===== config.mk =====
export PLATFORM = sky130hd
export DESIGN_NAME = gscl_seg_mem
export DESIGN_NICKNAME = d
export VERILOG_FILES = /design/src/rtl/gscl_pkg.sv /design/src/rtl/gscl_seg_mem.sv
export SDC_FILE = /design/constraint.sdc
export NUM_CORES = 2
export LEC_CHECK = 0
export ABC_CLOCK_PERIOD_IN_PS = 13400
export BUFFER_PORTS_ARGS = -buffer_cell sky130_fd_sc_hd__buf_2
export CORE_ASPECT_RATIO = 1.25
export CORE_UTILIZATION = 55
export CTS_CLUSTER_DIAMETER = 60
export DETAILED_ROUTE_END_ITERATION = 10
export GPL_TIMING_DRIVEN = 0
export PLACE_DENSITY = 0.75
export SLEW_MARGIN = 20
export SYNTH_ARGS = -nofsm -noshare
export SYNTH_HDL_FRONTEND = slang
export SYNTH_SLANG_ARGS = --single-unit

===== constraint.sdc =====
create_clock -name clk -period 13.4 [get_ports clk]
set_input_delay 0.67 -clock clk [delete_from_list [all_inputs] [get_ports clk]]
set_output_delay 0.67 -clock clk [all_outputs]
set_load 0.02 [all_outputs]

===== src/rtl/gscl_pkg.sv =====
// Package: shared types, constants and sequencer states of the gradient lookup.
package gscl_pkg;

	localparam int DEF_MAX_SEGMENTS  = 16;
	localparam int DEF_TABLE_ENTRIES = 256;
	localparam int POS_W = 20;
	localparam int DIV_NW = 40;
	localparam int DIV_DW = 18;

	localparam logic CMD_LOAD = 1'b0;
	localparam logic CMD_EVAL = 1'b1;

	typedef struct packed {
		logic        cmd;
		logic [3:0]  slot;
		logic [15:0] left_pos;
		logic [15:0] middle_pos;
		logic [15:0] right_pos;
		logic [63:0] left_color;
		logic [63:0] right_color;
		logic [7:0]  position_index;
	} in_word_t;

	typedef struct packed {
		logic [7:0] red;
		logic [7:0] green;
		logic [7:0] blue;
		logic [7:0] alpha;
		logic       error;
	} out_word_t;

	typedef struct packed {
		logic [15:0] left_pos;
		logic [15:0] middle_pos;
		logic [15:0] right_pos;
		logic [63:0] left_color;
		logic [63:0] right_color;
	} seg_t;

	typedef enum logic [3:0] {
		ST_IDLE,
		ST_RD,
		ST_CHK,
		ST_SEL,
		ST_MUL,
		ST_DST,
		ST_DIV,
		ST_CHAN,
		ST_OUT
	} state_t;

endpackage


===== src/rtl/gscl_seg_mem.sv =====
// Segment store: one write port, one registered read port.
module gscl_seg_mem #(
	parameter int DEPTH = gscl_pkg::DEF_MAX_SEGMENTS,
	parameter int IW    = (DEPTH > 1) ? $clog2(DEPTH) : 1
) (
	input  logic           clk,
	input  logic           we,
	input  logic [IW-1:0]  waddr,
	input  gscl_pkg::seg_t wdata,
	input  logic [IW-1:0]  raddr,
	output gscl_pkg::seg_t rdata
);

	gscl_pkg::seg_t mem [DEPTH];

	always_ff @(posedge clk) begin
		if (we) begin
			mem[waddr] <= wdata;
		end
	end

	always_ff @(posedge clk) begin
		rdata <= mem[raddr];
	end

endmodule


---- Word-level counts from Yosys, hierarchy flattened ----
Memories as Yosys holds them, arrays and structs flattened. A register that Yosys moved wholly into a read port is not among the register bits.
Cells that the tools add are included.
word-level totals
  bits in registers ....................... 0
  bits in writable memories ............... 2816
  bits of input ports ..................... 186
  output and inout bits ................... 176
  logic and storage cells ................. 3
  memories ................................ 1
cells by class
  muxes and demuxes ....................... 2
memories
  memory  words  bits a word  rd ports  clocked after memory_dff  write ports  line                RTL
  mem     16     176          1         1                         1            gscl_seg_mem.sv:14  gscl_pkg::seg_t mem [DEPTH];
operator list
  kind              number
  1-bit 2-to-1 mux  2

---- Depth between registers and ports, before layout ----
  depth in word-level cells ............... 2
  depth in mapped cells ................... 8
  gate-level depth less buffers ........... 3

---- Least setup slack after synthesis ----
Ideal clock, no wire load.
  path kind ............................... input to register
  start point ............................. input port waddr[2]
  end point ............................... memory mem[0][0] (netlist bit) (enable)
  setup time .............................. 930 ps
  arrival time ............................ 13041 ps
  data required time ...................... 12470 ps
  slack ................................... -571 ps
  stages on the path ...................... 2
  buffers on the path ..................... 0
  cell sequence ........................... or3b_2 > nor3_1
RTL lines
  what                line                RTL
  start: declaration  gscl_seg_mem.sv:8   input logic [IW-1:0] waddr,
  end: declaration    gscl_seg_mem.sv:14
Straight into the memory's write port.

==> flow_summary.json <==
{
  "status": "finished clean",
  "post_cts_buffers": 0,
  "p_leak_nw": 41.59,
  "cts-root-buf": "clkbuf_16",
  "portBuffers": 359,
  "crit_family": "buffers and inverters",
  "cp_max_fo": 10,
  "numClockSinks": 2992,
  "endpoint": "rdata[115]",
  "antenna_found_initial": 90,
  "finalCriticalPeriod_ns": 2.863,
  "wl_met3_mm": 33.34,
  "core_um2": 197000,
  "final_cell_area_um2": 128000,
  "final_nets": 5651,
  "fp.dieW_um": 400.4,
  "dp_cells": 7745,
  "post_drt_wl_per_cell_um": 33.04,
  "cts_tree": "built",
  "layout_commonest_cell": "edfxtp_1",
  "r2r-end": "rdata[169]",
  "grt_max_degree": 23,
  "fin_crit_sh": 0.2136,
  "worstSetupPathType": "in -> reg",
  "via_per_inst": 6.495,
  "die_area_um2": 200200,
  "ys_warn_count": 0,
  "place_area_um2": 118600,
  "h-tree-depth": 5,
  "cp.arrival_ns": 3.62,
  "min-delay-start": "wdata[41]",
  "worst_hold_slack_ns": 0.08848,
  "maxCapViolCount": 0,
  "p_per_area_nw_per_um2": 154.1,
  "final_core_util": 0.6498,
  "syn_inst": 4601,
  "num_rows": 182,
  "cpMostUsedCell": "buf_2",
  "post-place-ws_ns": 9.651,
  "clkTransAtPathRegs_ns": 0.07,
  "grt.overflow.total": 0,
  "relSlewSlack": 0.2689,
  "cp-end-kind": "register",
  "hold_viol": 0,
  "path_buf_inv": 4,
  "dp_hpwl_mm": 174.5,
  "grt_pass1_vias": 54750,
  "fin_setup_tns_ns": 0,
  "drtPass1Iterations": 5,
  "yosysTopAreaCell": "edfxtp_1",
  "synth_top_area_share": 0.7748,
  "numCtsBuffers": 294,
  "routed.top_layer": "met5",
  "die_h_um": 500.0,
  "gp_congestion": 0.7479,
  "clk_path_buf_depth": 4,
  "met2WireLength_mm": 133.6,
  "worstPathCellList": "buf_2 > buf_2 > buf_2 > buf_1 > mux4_2 > a22oi_1 > nand2_1",
  "drtIter0Drc": 7565,
  "fill_cells": 12280,
  "fin_ws_ns": 10.54,
  "cp_slowest_stage_delay_ns": 0.76,
  "fin_skew_ns": 0.06650,
  "ir_drop_mv": 0.1501,
  "holdBufCountCts": 0,
  "final_cells": 8293,
  "areaGrowthSynthToFinish_pct": 17.28,
  "drtAntennaViolNets": 0,
  "cp_slowest_cell": "buf_1",
  "ys_seq_area_frac": 0.8071,
  "ios": 362,
  "synth-seq-cells": 2992,
  "critPathLaunchType": "primary input",
  "wirelength_mm": 274.0,
  "initial_core_util": 0.5540,
  "crit_start": "raddr[1]",
  "timing.fmax_mhz": 349.3,
  "final_cell_mix": "2,816 x edfxtp_1, 657 x mux4_2, 455 x buf_2",
  "rsz0062_at_grt": "no",
  "worst_slew_pin_slew_ns": 1.097,
  "clk_latency_ns": 0.94,
  "grtUsageTotal": 0.2746,
  "post-route-drc-count": 0,
  "hold_path.class": "in -> reg",
  "syn_area_per_cell_um2": 23.72,
  "vias": 53860,
  "reg2reg_depth": 3,
  "required_ns": 14.15,
  "regToRegSetupSlack_ns": 11.85,
  "synth_nets": 4787,
  "grt_pass1_wl_mm": 389.4,
  "met1_length_mm": 99.81,
  "synth.area.top_cells": "edfxtp_1 77%, mux4_2 14%, dfxtp_1 3.2%",
  "drive_above_1_share": 0.3295,
  "setup_violations": 0,
  "finalPower_mw": 19.73,
  "cp.depth": 7,
  "r2r-start": "mem[7][169]",
  "cts_resized": 0,
  "slew_viol_final": 0,
  "syn_area_um2": 109100,
  "yosysUniqueCellTypes": 27
}
## worst register-to-register path, cell delays in order, from the launching register on
cell and delay, ns:
edfxtp_1 0.37, mux4_2 0.48, a22oi_1 0.19, o21ai_0 0.28
## state kept, by name (all words and copies together) (netlist names)
register  flops
mem        2816
rdata       176
## cell type report
type,instances,area [um2],share of cell area
well taps,2576,3223,0.02518
multi-input cells,1365,20050,0.1566
clock inverters,127,1311,0.01025
plain buffers,244,1151,0.008994
flip-flops and latches,2992,88080,0.6882
diodes,36,90.09,0.0007039
clock buffers,385,8029,0.06273
repair buffers,568,6056,0.04731
## per-layer routing
layer	vias to the layer above	track usage
met5	-	0
met2	3515	0.4374
li1	21410	-
met4	92	0.07535
met3	571	0.07422
met1	28270	0.3783
## where the power goes
| group | internal (mW) | switching [mW] | leakage [nW] |
|---|---|---|---|
| logic | 0.408 | 0.668 | 10.1 |
| clock network | 4.69 | 3.41 | 4.56 |
| registers | 10.5 | 0.0926 | 26.9 |
| total | 15.6 | 4.17 | 41.6 |
## synth_stat cells
| master | n |
|---|---|
| nor2_2 | 1 |
| buf_1 | 22 |
| nand2_1 | 131 |
| clkbuf_2 | 1 |
| clkbuf_1 | 104 |
| a22oi_1 | 296 |
| nand2b_1 | 22 |
| nor3_1 | 4 |
| o22a_1 | 9 |
| buf_2 | 96 |
| or3b_2 | 1 |
| mux2_2 | 85 |
| buf_4 | 14 |
| mux4_2 | 657 |
| nor2b_1 | 35 |
| mux2i_1 | 36 |
| o21ai_0 | 20 |
| o221ai_1 | 29 |
| dfxtp_1 | 176 |
| nand3_1 | 1 |
| or2_2 | 1 |
| and2_1 | 3 |
| a221oi_1 | 18 |
| edfxtp_1 | 2816 |
| nand3b_1 | 2 |
| buf_6 | 7 |
| nor2_1 | 14 |
## how the worst min path moves through the flow
stage | end | cells after the start
floorplan | rdata[0] | 3
global placement | rdata[21] | 3
detailed placement | rdata[145] | 3
CTS | mem[3][112] | 1
global route | mem[3][112] | 1
finish | mem[8][41] | 1
## cells by family after synthesis
| kind of cell | Yosys count | synth area share |
|---|---|---|
| flops | 2992 | 0.8071 |
| simple gates | 215 | 0.008988 |
| mux | 778 | 0.1477 |
| buf+inv | 244 | 0.01047 |
| compound gates | 372 | 0.02577 |
Note: power is estimated with default switching activity, not from simulation.
