### src/rtl/gscl_pkg.sv
// Package: shared types, constants and sequencer states of the gradient lookup.
package gscl_pkg;

	localparam int DEF_MAX_SEGMENTS  = 16;
	localparam int DEF_TABLE_ENTRIES = 256;
	localparam int POS_W = 20;
	localparam int DIV_NW = 40;
	localparam int DIV_DW = 18;

	localparam logic CMD_LOAD = 1'b0;
	localparam logic CMD_EVAL = 1'b1;

	typedef struct packed {
		logic        cmd;
		logic [3:0]  slot;
		logic [15:0] left_pos;
		logic [15:0] middle_pos;
		logic [15:0] right_pos;
		logic [63:0] left_color;
		logic [63:0] right_color;
		logic [7:0]  position_index;
	} in_word_t;

	typedef struct packed {
		logic [7:0] red;
		logic [7:0] green;
		logic [7:0] blue;
		logic [7:0] alpha;
		logic       error;
	} out_word_t;

	typedef struct packed {
		logic [15:0] left_pos;
		logic [15:0] middle_pos;
		logic [15:0] right_pos;
		logic [63:0] left_color;
		logic [63:0] right_color;
	} seg_t;

	typedef enum logic [3:0] {
		ST_IDLE,
		ST_RD,
		ST_CHK,
		ST_SEL,
		ST_MUL,
		ST_DST,
		ST_DIV,
		ST_CHAN,
		ST_OUT
	} state_t;

endpackage

### src/rtl/gscl_div.sv
// Signed divider, one quotient bit per cycle, truncating toward zero.
module gscl_div #(
	parameter int NW = gscl_pkg::DIV_NW,
	parameter int DW = gscl_pkg::DIV_DW
) (
	input  logic                 clk,
	input  logic                 arst_n,
	input  logic                 start,
	input  logic signed [NW-1:0] num,
	input  logic signed [DW-1:0] den,
	output logic                 done,
	output logic signed [NW-1:0] quot
);

	localparam int CW = $clog2(NW + 1);

	logic [NW-1:0] q_q;
	logic [DW-1:0] rem_q;
	logic [DW-1:0] dm_q;
	logic          neg_q;
	logic [CW-1:0] cnt_q;
	logic          run_q;
	logic          done_q;
	logic [DW:0]   rs;
	logic          ge;

	assign rs = {rem_q, q_q[NW-1]};
	assign ge = rs >= {1'b0, dm_q};

	always_ff @(posedge clk or negedge arst_n) begin
		if (!arst_n) begin
			run_q  <= 1'b0;
			done_q <= 1'b0;
			cnt_q  <= '0;
		end else begin
			done_q <= 1'b0;
			if (start) begin
				run_q <= 1'b1;
				cnt_q <= CW'(NW);
			end else if (run_q) begin
				cnt_q <= cnt_q - 1'b1;
				if (cnt_q == CW'(1)) begin
					run_q  <= 1'b0;
					done_q <= 1'b1;
				end
			end
		end
	end

	always_ff @(posedge clk) begin
		if (start) begin
			q_q   <= num[NW-1] ? NW'(-num) : num;
			dm_q  <= den[DW-1] ? DW'(-den) : den;
			neg_q <= num[NW-1] ^ den[DW-1];
			rem_q <= '0;
		end else if (run_q) begin
			rem_q <= ge ? DW'(rs - {1'b0, dm_q}) : rs[DW-1:0];
			q_q   <= {q_q[NW-2:0], ge};
		end
	end

	assign done = done_q;
	assign quot = neg_q ? NW'(-q_q) : q_q;

endmodule

### config.mk
export PLATFORM = sky130hd
export DESIGN_NAME = gscl_div
export DESIGN_NICKNAME = d
export VERILOG_FILES = /design/src/rtl/gscl_pkg.sv /design/src/rtl/gscl_div.sv
export SDC_FILE = /design/constraint.sdc
export NUM_CORES = 1
export LEC_CHECK = 0
export ABC_AREA = 1
export BUFFER_PORTS_ARGS = -buffer_cell sky130_fd_sc_hd__buf_2
export CAP_MARGIN = 10
export CORE_ASPECT_RATIO = 1.2
export CORE_MARGIN = 2
export CORE_UTILIZATION = 25
export CTS_CLUSTER_SIZE = 10
export DETAILED_ROUTE_END_ITERATION = 6
export PLACE_DENSITY = 0.47
export SETUP_SLACK_MARGIN = 0.3
export SLEW_MARGIN = 20
export SYNTH_ARGS = -nofsm -noshare
export SYNTH_HDL_FRONTEND = slang
export SYNTH_SLANG_ARGS = --single-unit
export TNS_END_PERCENT = 100
### constraint.sdc
create_clock -name clk -period 2.2 [get_ports clk]
set_input_delay 0.22 -clock clk [delete_from_list [all_inputs] [get_ports clk]]
set_output_delay 0.22 -clock clk [all_outputs]
set_load 0.1 [all_outputs]
# --- Word-level counts from Yosys, hierarchy flattened ---
# Cells that the tools add are included.
totals:
  register_bits: 85
  in_bits: 61
  out_inout_bits: 41
  wordCells: 31
classes:
  addsub: 5
  n_lt_le_gt_ge: 1
  eq_ne: 1
  muxes: 14
  n_bitwise: 1
  n_reduce_logical: 1
op_table:
  columns: ["cell", "n"]
  rows:
  - ["two-way mux 40 bit", 4]
  - ["negation 40 bit", 2]
  - [">= comparator 19 x 18 -> 1 bit", 1]
  - ["two-way mux 18 bit", 1]
  - ["negation 18 bit", 1]
  - ["subtractor 18 bit", 1]
  - ["two-way mux 17 bit", 1]
  - ["two-way mux 6 bit", 2]
  - ["equality test 6 x 1 -> 1 bit, second input constant", 1]
  - ["two-way mux 1 bit", 6]
  - ["subtractor 6 x 1 -> 6 bit, second input constant", 1]
  - ["nonzero test 2 bit", 1]
  - ["XOR 1 bit", 1]

# --- Longest topological paths before layout ---
# Gate-level depths: netlist of run 1.
depth:
  depth_word: 4
  mapped_depth: 16
  ltp_nobuf: 15

# --- Worst setup path before layout of run 1 ---
# No wires, ideal clock.
synth_path:
  kind: "register to output"
  startpoint: "register neg_q"
  endpoint: "output quot[1]"
  t_arrival_ns: 2.917
  required_time_ns: 1.980
  slack_ns: -0.937
  stages_incl_launch_ff: 4
  n_path_buf: 2
  cell_sequence: "edfxtp_1 > clkbuf_1 > buf_1 > o21ai_0"
synth_between:
  elab_chain_len: 1
synth_lines:
  columns: ["element", "line", "source"]
  rows:
  - ["from (decl)", "gscl_div.sv:20", "logic neg_q;"]
  - ["from (signal assigned)", "gscl_div.sv:54", "neg_q <= num[NW-1] ^ den[DW-1];"]
  - ["two-way mux 40 bit", "gscl_div.sv:63", "assign quot = neg_q ? NW'(-q_q) : q_q;"]
  - ["to (decl)", "gscl_div.sv:12", "output logic signed [NW-1:0] quot"]
# Every way passes these cells.

# --- Worst setup path in the final report of run 1 ---
layout_path:
  startpoint: "register q_q[2]"
  endpoint: "output quot[21]"
layout_between:
  elab_chain_len: 2
layout_lines:
  columns: ["element", "line", "source"]
  rows:
  - ["from (decl)", "gscl_div.sv:17", "logic [NW-1:0] q_q;"]
  - ["from (signal assigned)", "gscl_div.sv:52", "q_q <= num[NW-1] ? NW'(-num) : num;"]
  - ["from (signal assigned)", "gscl_div.sv:58", "q_q <= {q_q[NW-2:0], ge};"]
  - ["negation 40 bit", "gscl_div.sv:63", null]
  - ["two-way mux 40 bit", "gscl_div.sv:63", null]
# Every way passes these cells.

==> flow_summary.yaml, run 1 <==
status:
  status: "finished with violations"
  violations: "negative setup slack"
logic_synthesis:
  async_reset_ff_share_pct: 9.41
  ys_warn_count: 0
  ys.flop_type: "edfxtp_1"
  synth.distinct_cells: 41
  synth_top_family_by_area: "simple AND/OR/NAND/NOR gates"
  synth_edf_count: 59
  ys_seq_area_share_pct: 32.2
  synth_nets: 1177
  synth-xor-area-share_pct: 8.95
  ys_ff_latch: 85
  synth-simple-area-share_pct: 36.6
  yosys.area_share.adder_pct: 4.25
  synth_most_common_cell: "nand2_1"
  synth_cells: 1092
  synth_top_area_cell: "edfxtp_1"
  synth.top_cells.by_count: "320 x nand2_1, 144 x nor2_1, 139 x inv_1, 90 x nand3_1, 73 x o21ai_0"
  synth_area_um2: 7240
  synth_compound_area_share_pct: 8.37
  synth_mux_area_share_pct: 0
  postSynthAreaPerCell_um2: 6.63
  yosys-top-cells-area: "edfxtp_1 24%, nand2_1 17%, nor2_1 7.5%"
  yosysTopAreaCellShare_pct: 24.5
cells_and_area:
  multiInputGateArea_um2: 6030
  drive_above_1_share_pct: 38.1
  diodes: 0
  fin_area_um2: 11800
  area_delta_synth_final_pct: 63.4
  nFillCells: 2874
  seqCellArea_um2: 2330
  fin_nets: 1369
clock_tree:
  clock_latency_ns: 0.36
  h-tree-depth: 3
  clkSlewWorstSetupHoldPaths_ns: 0.07
  cts_tree: "done"
  cts_max_path_buffers: 2
  clockRootBuffer: "clkbuf_16"
  cts_sinks: 85
  cts_buffers: 9
global_routing:
  antenna_found_initial: 0
  grt_util_all_layers_pct: 16.4
  grt-ovfl-total: 0
  grt_pass1_wl_um: 39500
  grt_max_degree: 49
  grt_pass1_vias: 7543
critical_path:
  cp-start-kind: "flop"
  crit_chain: "nor3_2, nand4_1, nor2_2, nand2_2, buf_6, a21oi_4, xor2_4, buf_12"
  critPathMaxFanout: 3
  arrival_ns: 2.24
  cp-end-kind: "output pin"
  cpPeakStageDelay_ns: 0.42
  critPathLaunch: "q_q[2]"
  crit_end: "quot[21]"
  regToRegSetupSlack_ns: 0.25
  rr_endpoint: "q_q[0]"
  path_class: "flop to output pin"
  r2r_start: "dm_q[1]"
  cp.required_ns: 1.98
  r2r_cells: 11
  crit_path_top_delay_cell: "edfxtp_1"
route:
  drt_first_iter_violations: 370
  ant_nets: 0
  first_pass_iters: 5
  wl_um: 24900
  via_count: 7585
  viasPerCell: 4.53
  wl_per_cell_um: 14.9
  drcViolationCount: 0
placement:
  dp_hpwl_um: 19200
  pre_cts_ws_ns: -0.00141
  gp_congestion: 0.945
  portBuffers: 101
  placed_cell_area_um2: 9870
timing:
  relSlewSlack_pct: 54.8
  setup_violations: 28
  max_freq_mhz: 406
  finalCritPeriodShare_pct: 112
  final_hold_viol_count: 0
  fin_crit_ns: 2.46
  worst_slack_ns: -0.261
  finalMaxSlewViolations: 0
  skew_ns: 0.0142
  tightest_slew_ns: 0.678
  rsz0062_at_grt: "yes"
hold_path:
  hold_path_class: "primary input to flop"
  hold_path_startpoint: "den[0]"
  hold_path_depth: 1
floorplan:
  dieHeight_um: 190
  rows: 68
  coreArea_um2: 28700
  die-area_um2: 30300
  start_util_pct: 25.2
  floorplan.io_pins: 102
  dieWidth_um: 159
job:
  timing.max_cap.violations: 0
pwr:
  power_density_nw_per_um2: 932
  leakage_uw: 0.00527
  vdd_drop_max_mv: 0.475
## logic make-up after synthesis
group           Yosys count
compound gates          113
fa+ha+maj                24
flops                    85
xor+xnor                 74
buf+inv                 172
simple gates            624
## metrics by stage
stage,TNS (ns),hold slack (ns),utilization (%),std cells,power [uW]
final,-4.60,0.118,41.2,1674,11000
after CTS,-4.23,0.0955,38.7,1652,9950
after global routing,-8.16,0.0998,41.2,1674,11600
after global placement,0,0.0730,34.4,1612,7580
after floorplan,-0.0290,-0.0756,-,1092,5930
after detailed placement,-0.00141,0.0757,34.4,1612,7590
## critical path: cells and delay by family (launching register included)
family,cells,cell delay (ns)
compound gates,1,0.20
flops,1,0.42
buf+inv,2,0.33
xor+xnor,1,0.20
simple gates,4,0.74
## where the power goes
group | total (uW) | switching [uW] | internal, uW
registers | 2260 | 246 | 2010
logic | 7260 | 4240 | 3020
clock network | 1500 | 671 | 833
total | 11000 | 5160 | 5860
## repair_timing
action | in CTS | in global routing
cloned | 2 | 1
buffers inserted | 21 | 21
pin swaps | 50 | 82
endpoints found under the setup margin | 54 | 57
hold buffers | 1 | 0
resized for setup | 163 | 150
endpoints found under the hold margin | 8 | 0
## cell usage in the layout, fill, tap and decap left out, types with 8 or more instances in the layout
| master | n |
|---|---|
| dfxtp_1 | 18 |
| buf_6 | 26 |
| nor2_4 | 16 |
| buf_2 | 62 |
| nand2_1 | 240 |
| nand3_1 | 65 |
| ha_4 | 18 |
| nand3_2 | 26 |
| xnor2_1 | 15 |
| nand3b_1 | 18 |
| nand4_1 | 9 |
| buf_4 | 70 |
| xor2_1 | 26 |
| xor2_4 | 21 |
| buf_12 | 46 |
| nor3_1 | 12 |
| nor2_2 | 16 |
| inv_1 | 110 |
| o21ai_0 | 48 |
| nor2_1 | 116 |
| clkbuf_16 | 11 |
| o21ai_1 | 14 |
| nand2_2 | 41 |
| dfrtp_1 | 8 |
| edfxtp_1 | 59 |
| nand2_4 | 41 |
| inv_2 | 29 |
| a21oi_1 | 15 |
| nand2_8 | 8 |
## metal layers
metal,global-route usage (%),up-vias,share of wire [%]
li1,-,3872,-
met1,19.4,3544,42
met2,31.1,141,53
met3,1.91,28,3.1
met4,4.90,0,1.8
met5,0,-,0
## how the worst min path moves through the flow
stage,endpoint,slack (ns)
final,dm_q[0],0.12
after global routing,dm_q[0],0.1
after CTS,dm_q[0],0.1
after detailed placement,cnt_q[3],0.08
after global placement,cnt_q[3],0.07
after floorplan,cnt_q[0],-0.08
## area by class of cell
class | instances | area share [%]
Clock inverter | 5 | 0.265
Multi-Input combinational cell | 835 | 51.0
Timing Repair Buffer | 210 | 18.2
Clock buffer | 11 | 2.15
Sequential cell | 85 | 19.7
Tap cell | 385 | 4.07
Inverter | 143 | 4.56
## state kept, by name, summed over array words and instances, names as in the netlist
name,flops
cnt_q,6
run_q,1
done,1
q_q,40
rem_q,18
dm_q,18
neg_q,1
Power figures use the tool's default switching activity.
==> run 2, diff against run 1 <==
- clock period: 2.2 -> 2.5 ns (I/O delays scaled with it)
==> flow_summary.yaml, run 2 (synthesis gave the netlist of run 1 again) <==
status:
  status: "finished with violations"
  violations: "negative setup slack"
pwr:
  power_density_nw_per_um2: 783
  vdd_drop_max_mv: 0.405
  leakage_uw: 0.00465
  power_uw: 7970
route:
  drt_first_iter_violations: 462
  viasPerCell: 4.50
  wl_um: 23400
  wl_per_cell_um: 14.4
  first_pass_iters: 5
  via_count: 7301
  ant_nets: 0
  drcViolationCount: 0
global_routing:
  grt_util_all_layers_pct: 15.9
  grt_max_degree: 45
  antenna_found_initial: 0
  grt_pass1_wl_um: 38000
  grt_pass1_vias: 7285
  grt-ovfl-total: 0
timing:
  max_freq_mhz: 390
  relSlewSlack_pct: 39.2
  final_hold_viol_count: 0
  fin_crit_ns: 2.56
  rsz0062_at_grt: "yes"
  finalCritPeriodShare_pct: 102
  tightest_slew_ns: 0.908
  worst_slack_ns: -0.0623
  setup_violations: 7
  finalMaxSlewViolations: 0
  skew_ns: 0.0107
clock_tree:
  clkSlewWorstSetupHoldPaths_ns: 0.06
  h-tree-depth: 3
  cts_max_path_buffers: 2
  clock_latency_ns: 0.36
  cts_sinks: 85
  cts_buffers: 9
  clockRootBuffer: "clkbuf_16"
  cts_tree: "done"
cells_and_area:
  area_delta_synth_final_pct: 40.7
  fin_nets: 1316
  regMostFlops: "q_q"
  drive_above_1_share_pct: 23.5
  layout_common_cells: "296 x nand2_1, 135 x inv_1, 129 x nor2_1"
  largestRegisters: "q_q (40), dm_q (18), rem_q (18)"
  largest_register_ffs: 40
  layout_commonest_cell: "nand2_1"
  fin_area_um2: 10200
  diodes: 0
  fin_util_pct: 35.5
placement:
  dp_hpwl_um: 18900
  portBuffers: 101
  gp_congestion: 0.924
  placed_cell_area_um2: 9370
floorplan:
  dieWidth_um: 159
  coreArea_um2: 28700
  floorplan.io_pins: 102
  start_util_pct: 25.2
  rows: 68
  die-area_um2: 30300
  dieHeight_um: 190
critical_path:
  r2r_cells: 10
  arrival_ns: 2.31
  crit_chain: "buf_4, inv_2, ha_4, nand2_4, nor2_4, nand2_2, inv_2, nand2_2, nand2_4, nand3_4, buf_12, xor2_4, buf_12"
  crit_family: "buffers and inverters"
  cp-start-kind: "flop"
  crit_path_top_delay_cell: "edfxtp_1"
  critPathMaxFanout: 5
  cp-end-kind: "output pin"
  path_class: "flop to output pin"
  cp.required_ns: 2.25
  crit_buf_inv: 5
  cpPeakStageDelay_ns: 0.44
  cp.depth: 13
job:
  timing.max_cap.violations: 0
hold_path:
  hold_path_depth: 1
  hold_path_class: "primary input to flop"
-- run 2: metrics by stage --
step | setup slack [ns] | hold WS (ns) | std cells | TNS, ns
2_1_floorplan | -0.0208 | -0.0456 | 1092 | -0.0208
3_3_place_gp | 0.218 | 0.109 | 1587 | 0
3_5_place_dp | 0.184 | 0.106 | 1587 | 0
4_1_cts | -0.0532 | 0.0893 | 1619 | -0.240
5_1_grt | -0.185 | 0.112 | 1621 | -2.52
6_report | -0.0623 | 0.106 | 1621 | -0.182
-- run 2: worst reg2reg max path, delay by kind of cell (launching register included) --
family,cells,cell delay (ns)
adder cells (fa/ha/maj),1,0.28
AO/OA/AOI/OAI,2,0.27
buffers and inverters,2,0.38
AND/OR/NAND/NOR,5,0.63
flip-flops,1,0.37
-- run 2: worst paths after layout --
check	startpoint	endpoint	slack [ns]
min reg2reg	rem_q[17]	rem_q[17]	0.47
max in group asynchronous	arst_n	cnt_q[1]	2.06
min in group asynchronous	arst_n	cnt_q[2]	0.26
max	q_q[1]	quot[30]	-0.06
max reg2reg	dm_q[5]	rem_q[4]	0.44
min	den[0]	dm_q[0]	0.11
-- run 2: per-layer routing --
metal | vias to the layer above | GRT usage [%] | wire length, um
li1 | 3762 | - | -
met1 | 3395 | 19.1 | 10300
met2 | 122 | 29.4 | 12000
met3 | 22 | 2.13 | 697
met4 | 0 | 4.90 | 450
met5 | - | 0 | 0
-- run 2: power breakdown --
group / internal, uW / leakage, uW / switching [uW]
Clock: 773 / 0.000137 / 598
Combinational: 1670 / 0.00365 / 3000
Sequential: 1770 / 0.000866 / 170
Total: 4210 / 0.00465 / 3770
-- run 2: area by class of cell --
type | count | area, um2
multi-input combinational | 835 | 5020
sequential | 85 | 2330
fill | 3085 | 18500
inverter | 143 | 537
clock inverter | 6 | 62.6
tap | 385 | 482
timing repair buffer | 157 | 1520
clock buffer | 10 | 229
-- run 2: timing repair --
| action | CTS | global route |
|---|---|---|
| pin swaps | 18 | 15 |
| hold buffers | 1 | 0 |
| buffers inserted | 15 | 2 |
| gates resized for setup | 84 | 22 |
| endpoints found under the hold margin | 8 | 0 |
| endpoints found under the setup margin | 37 | 51 |
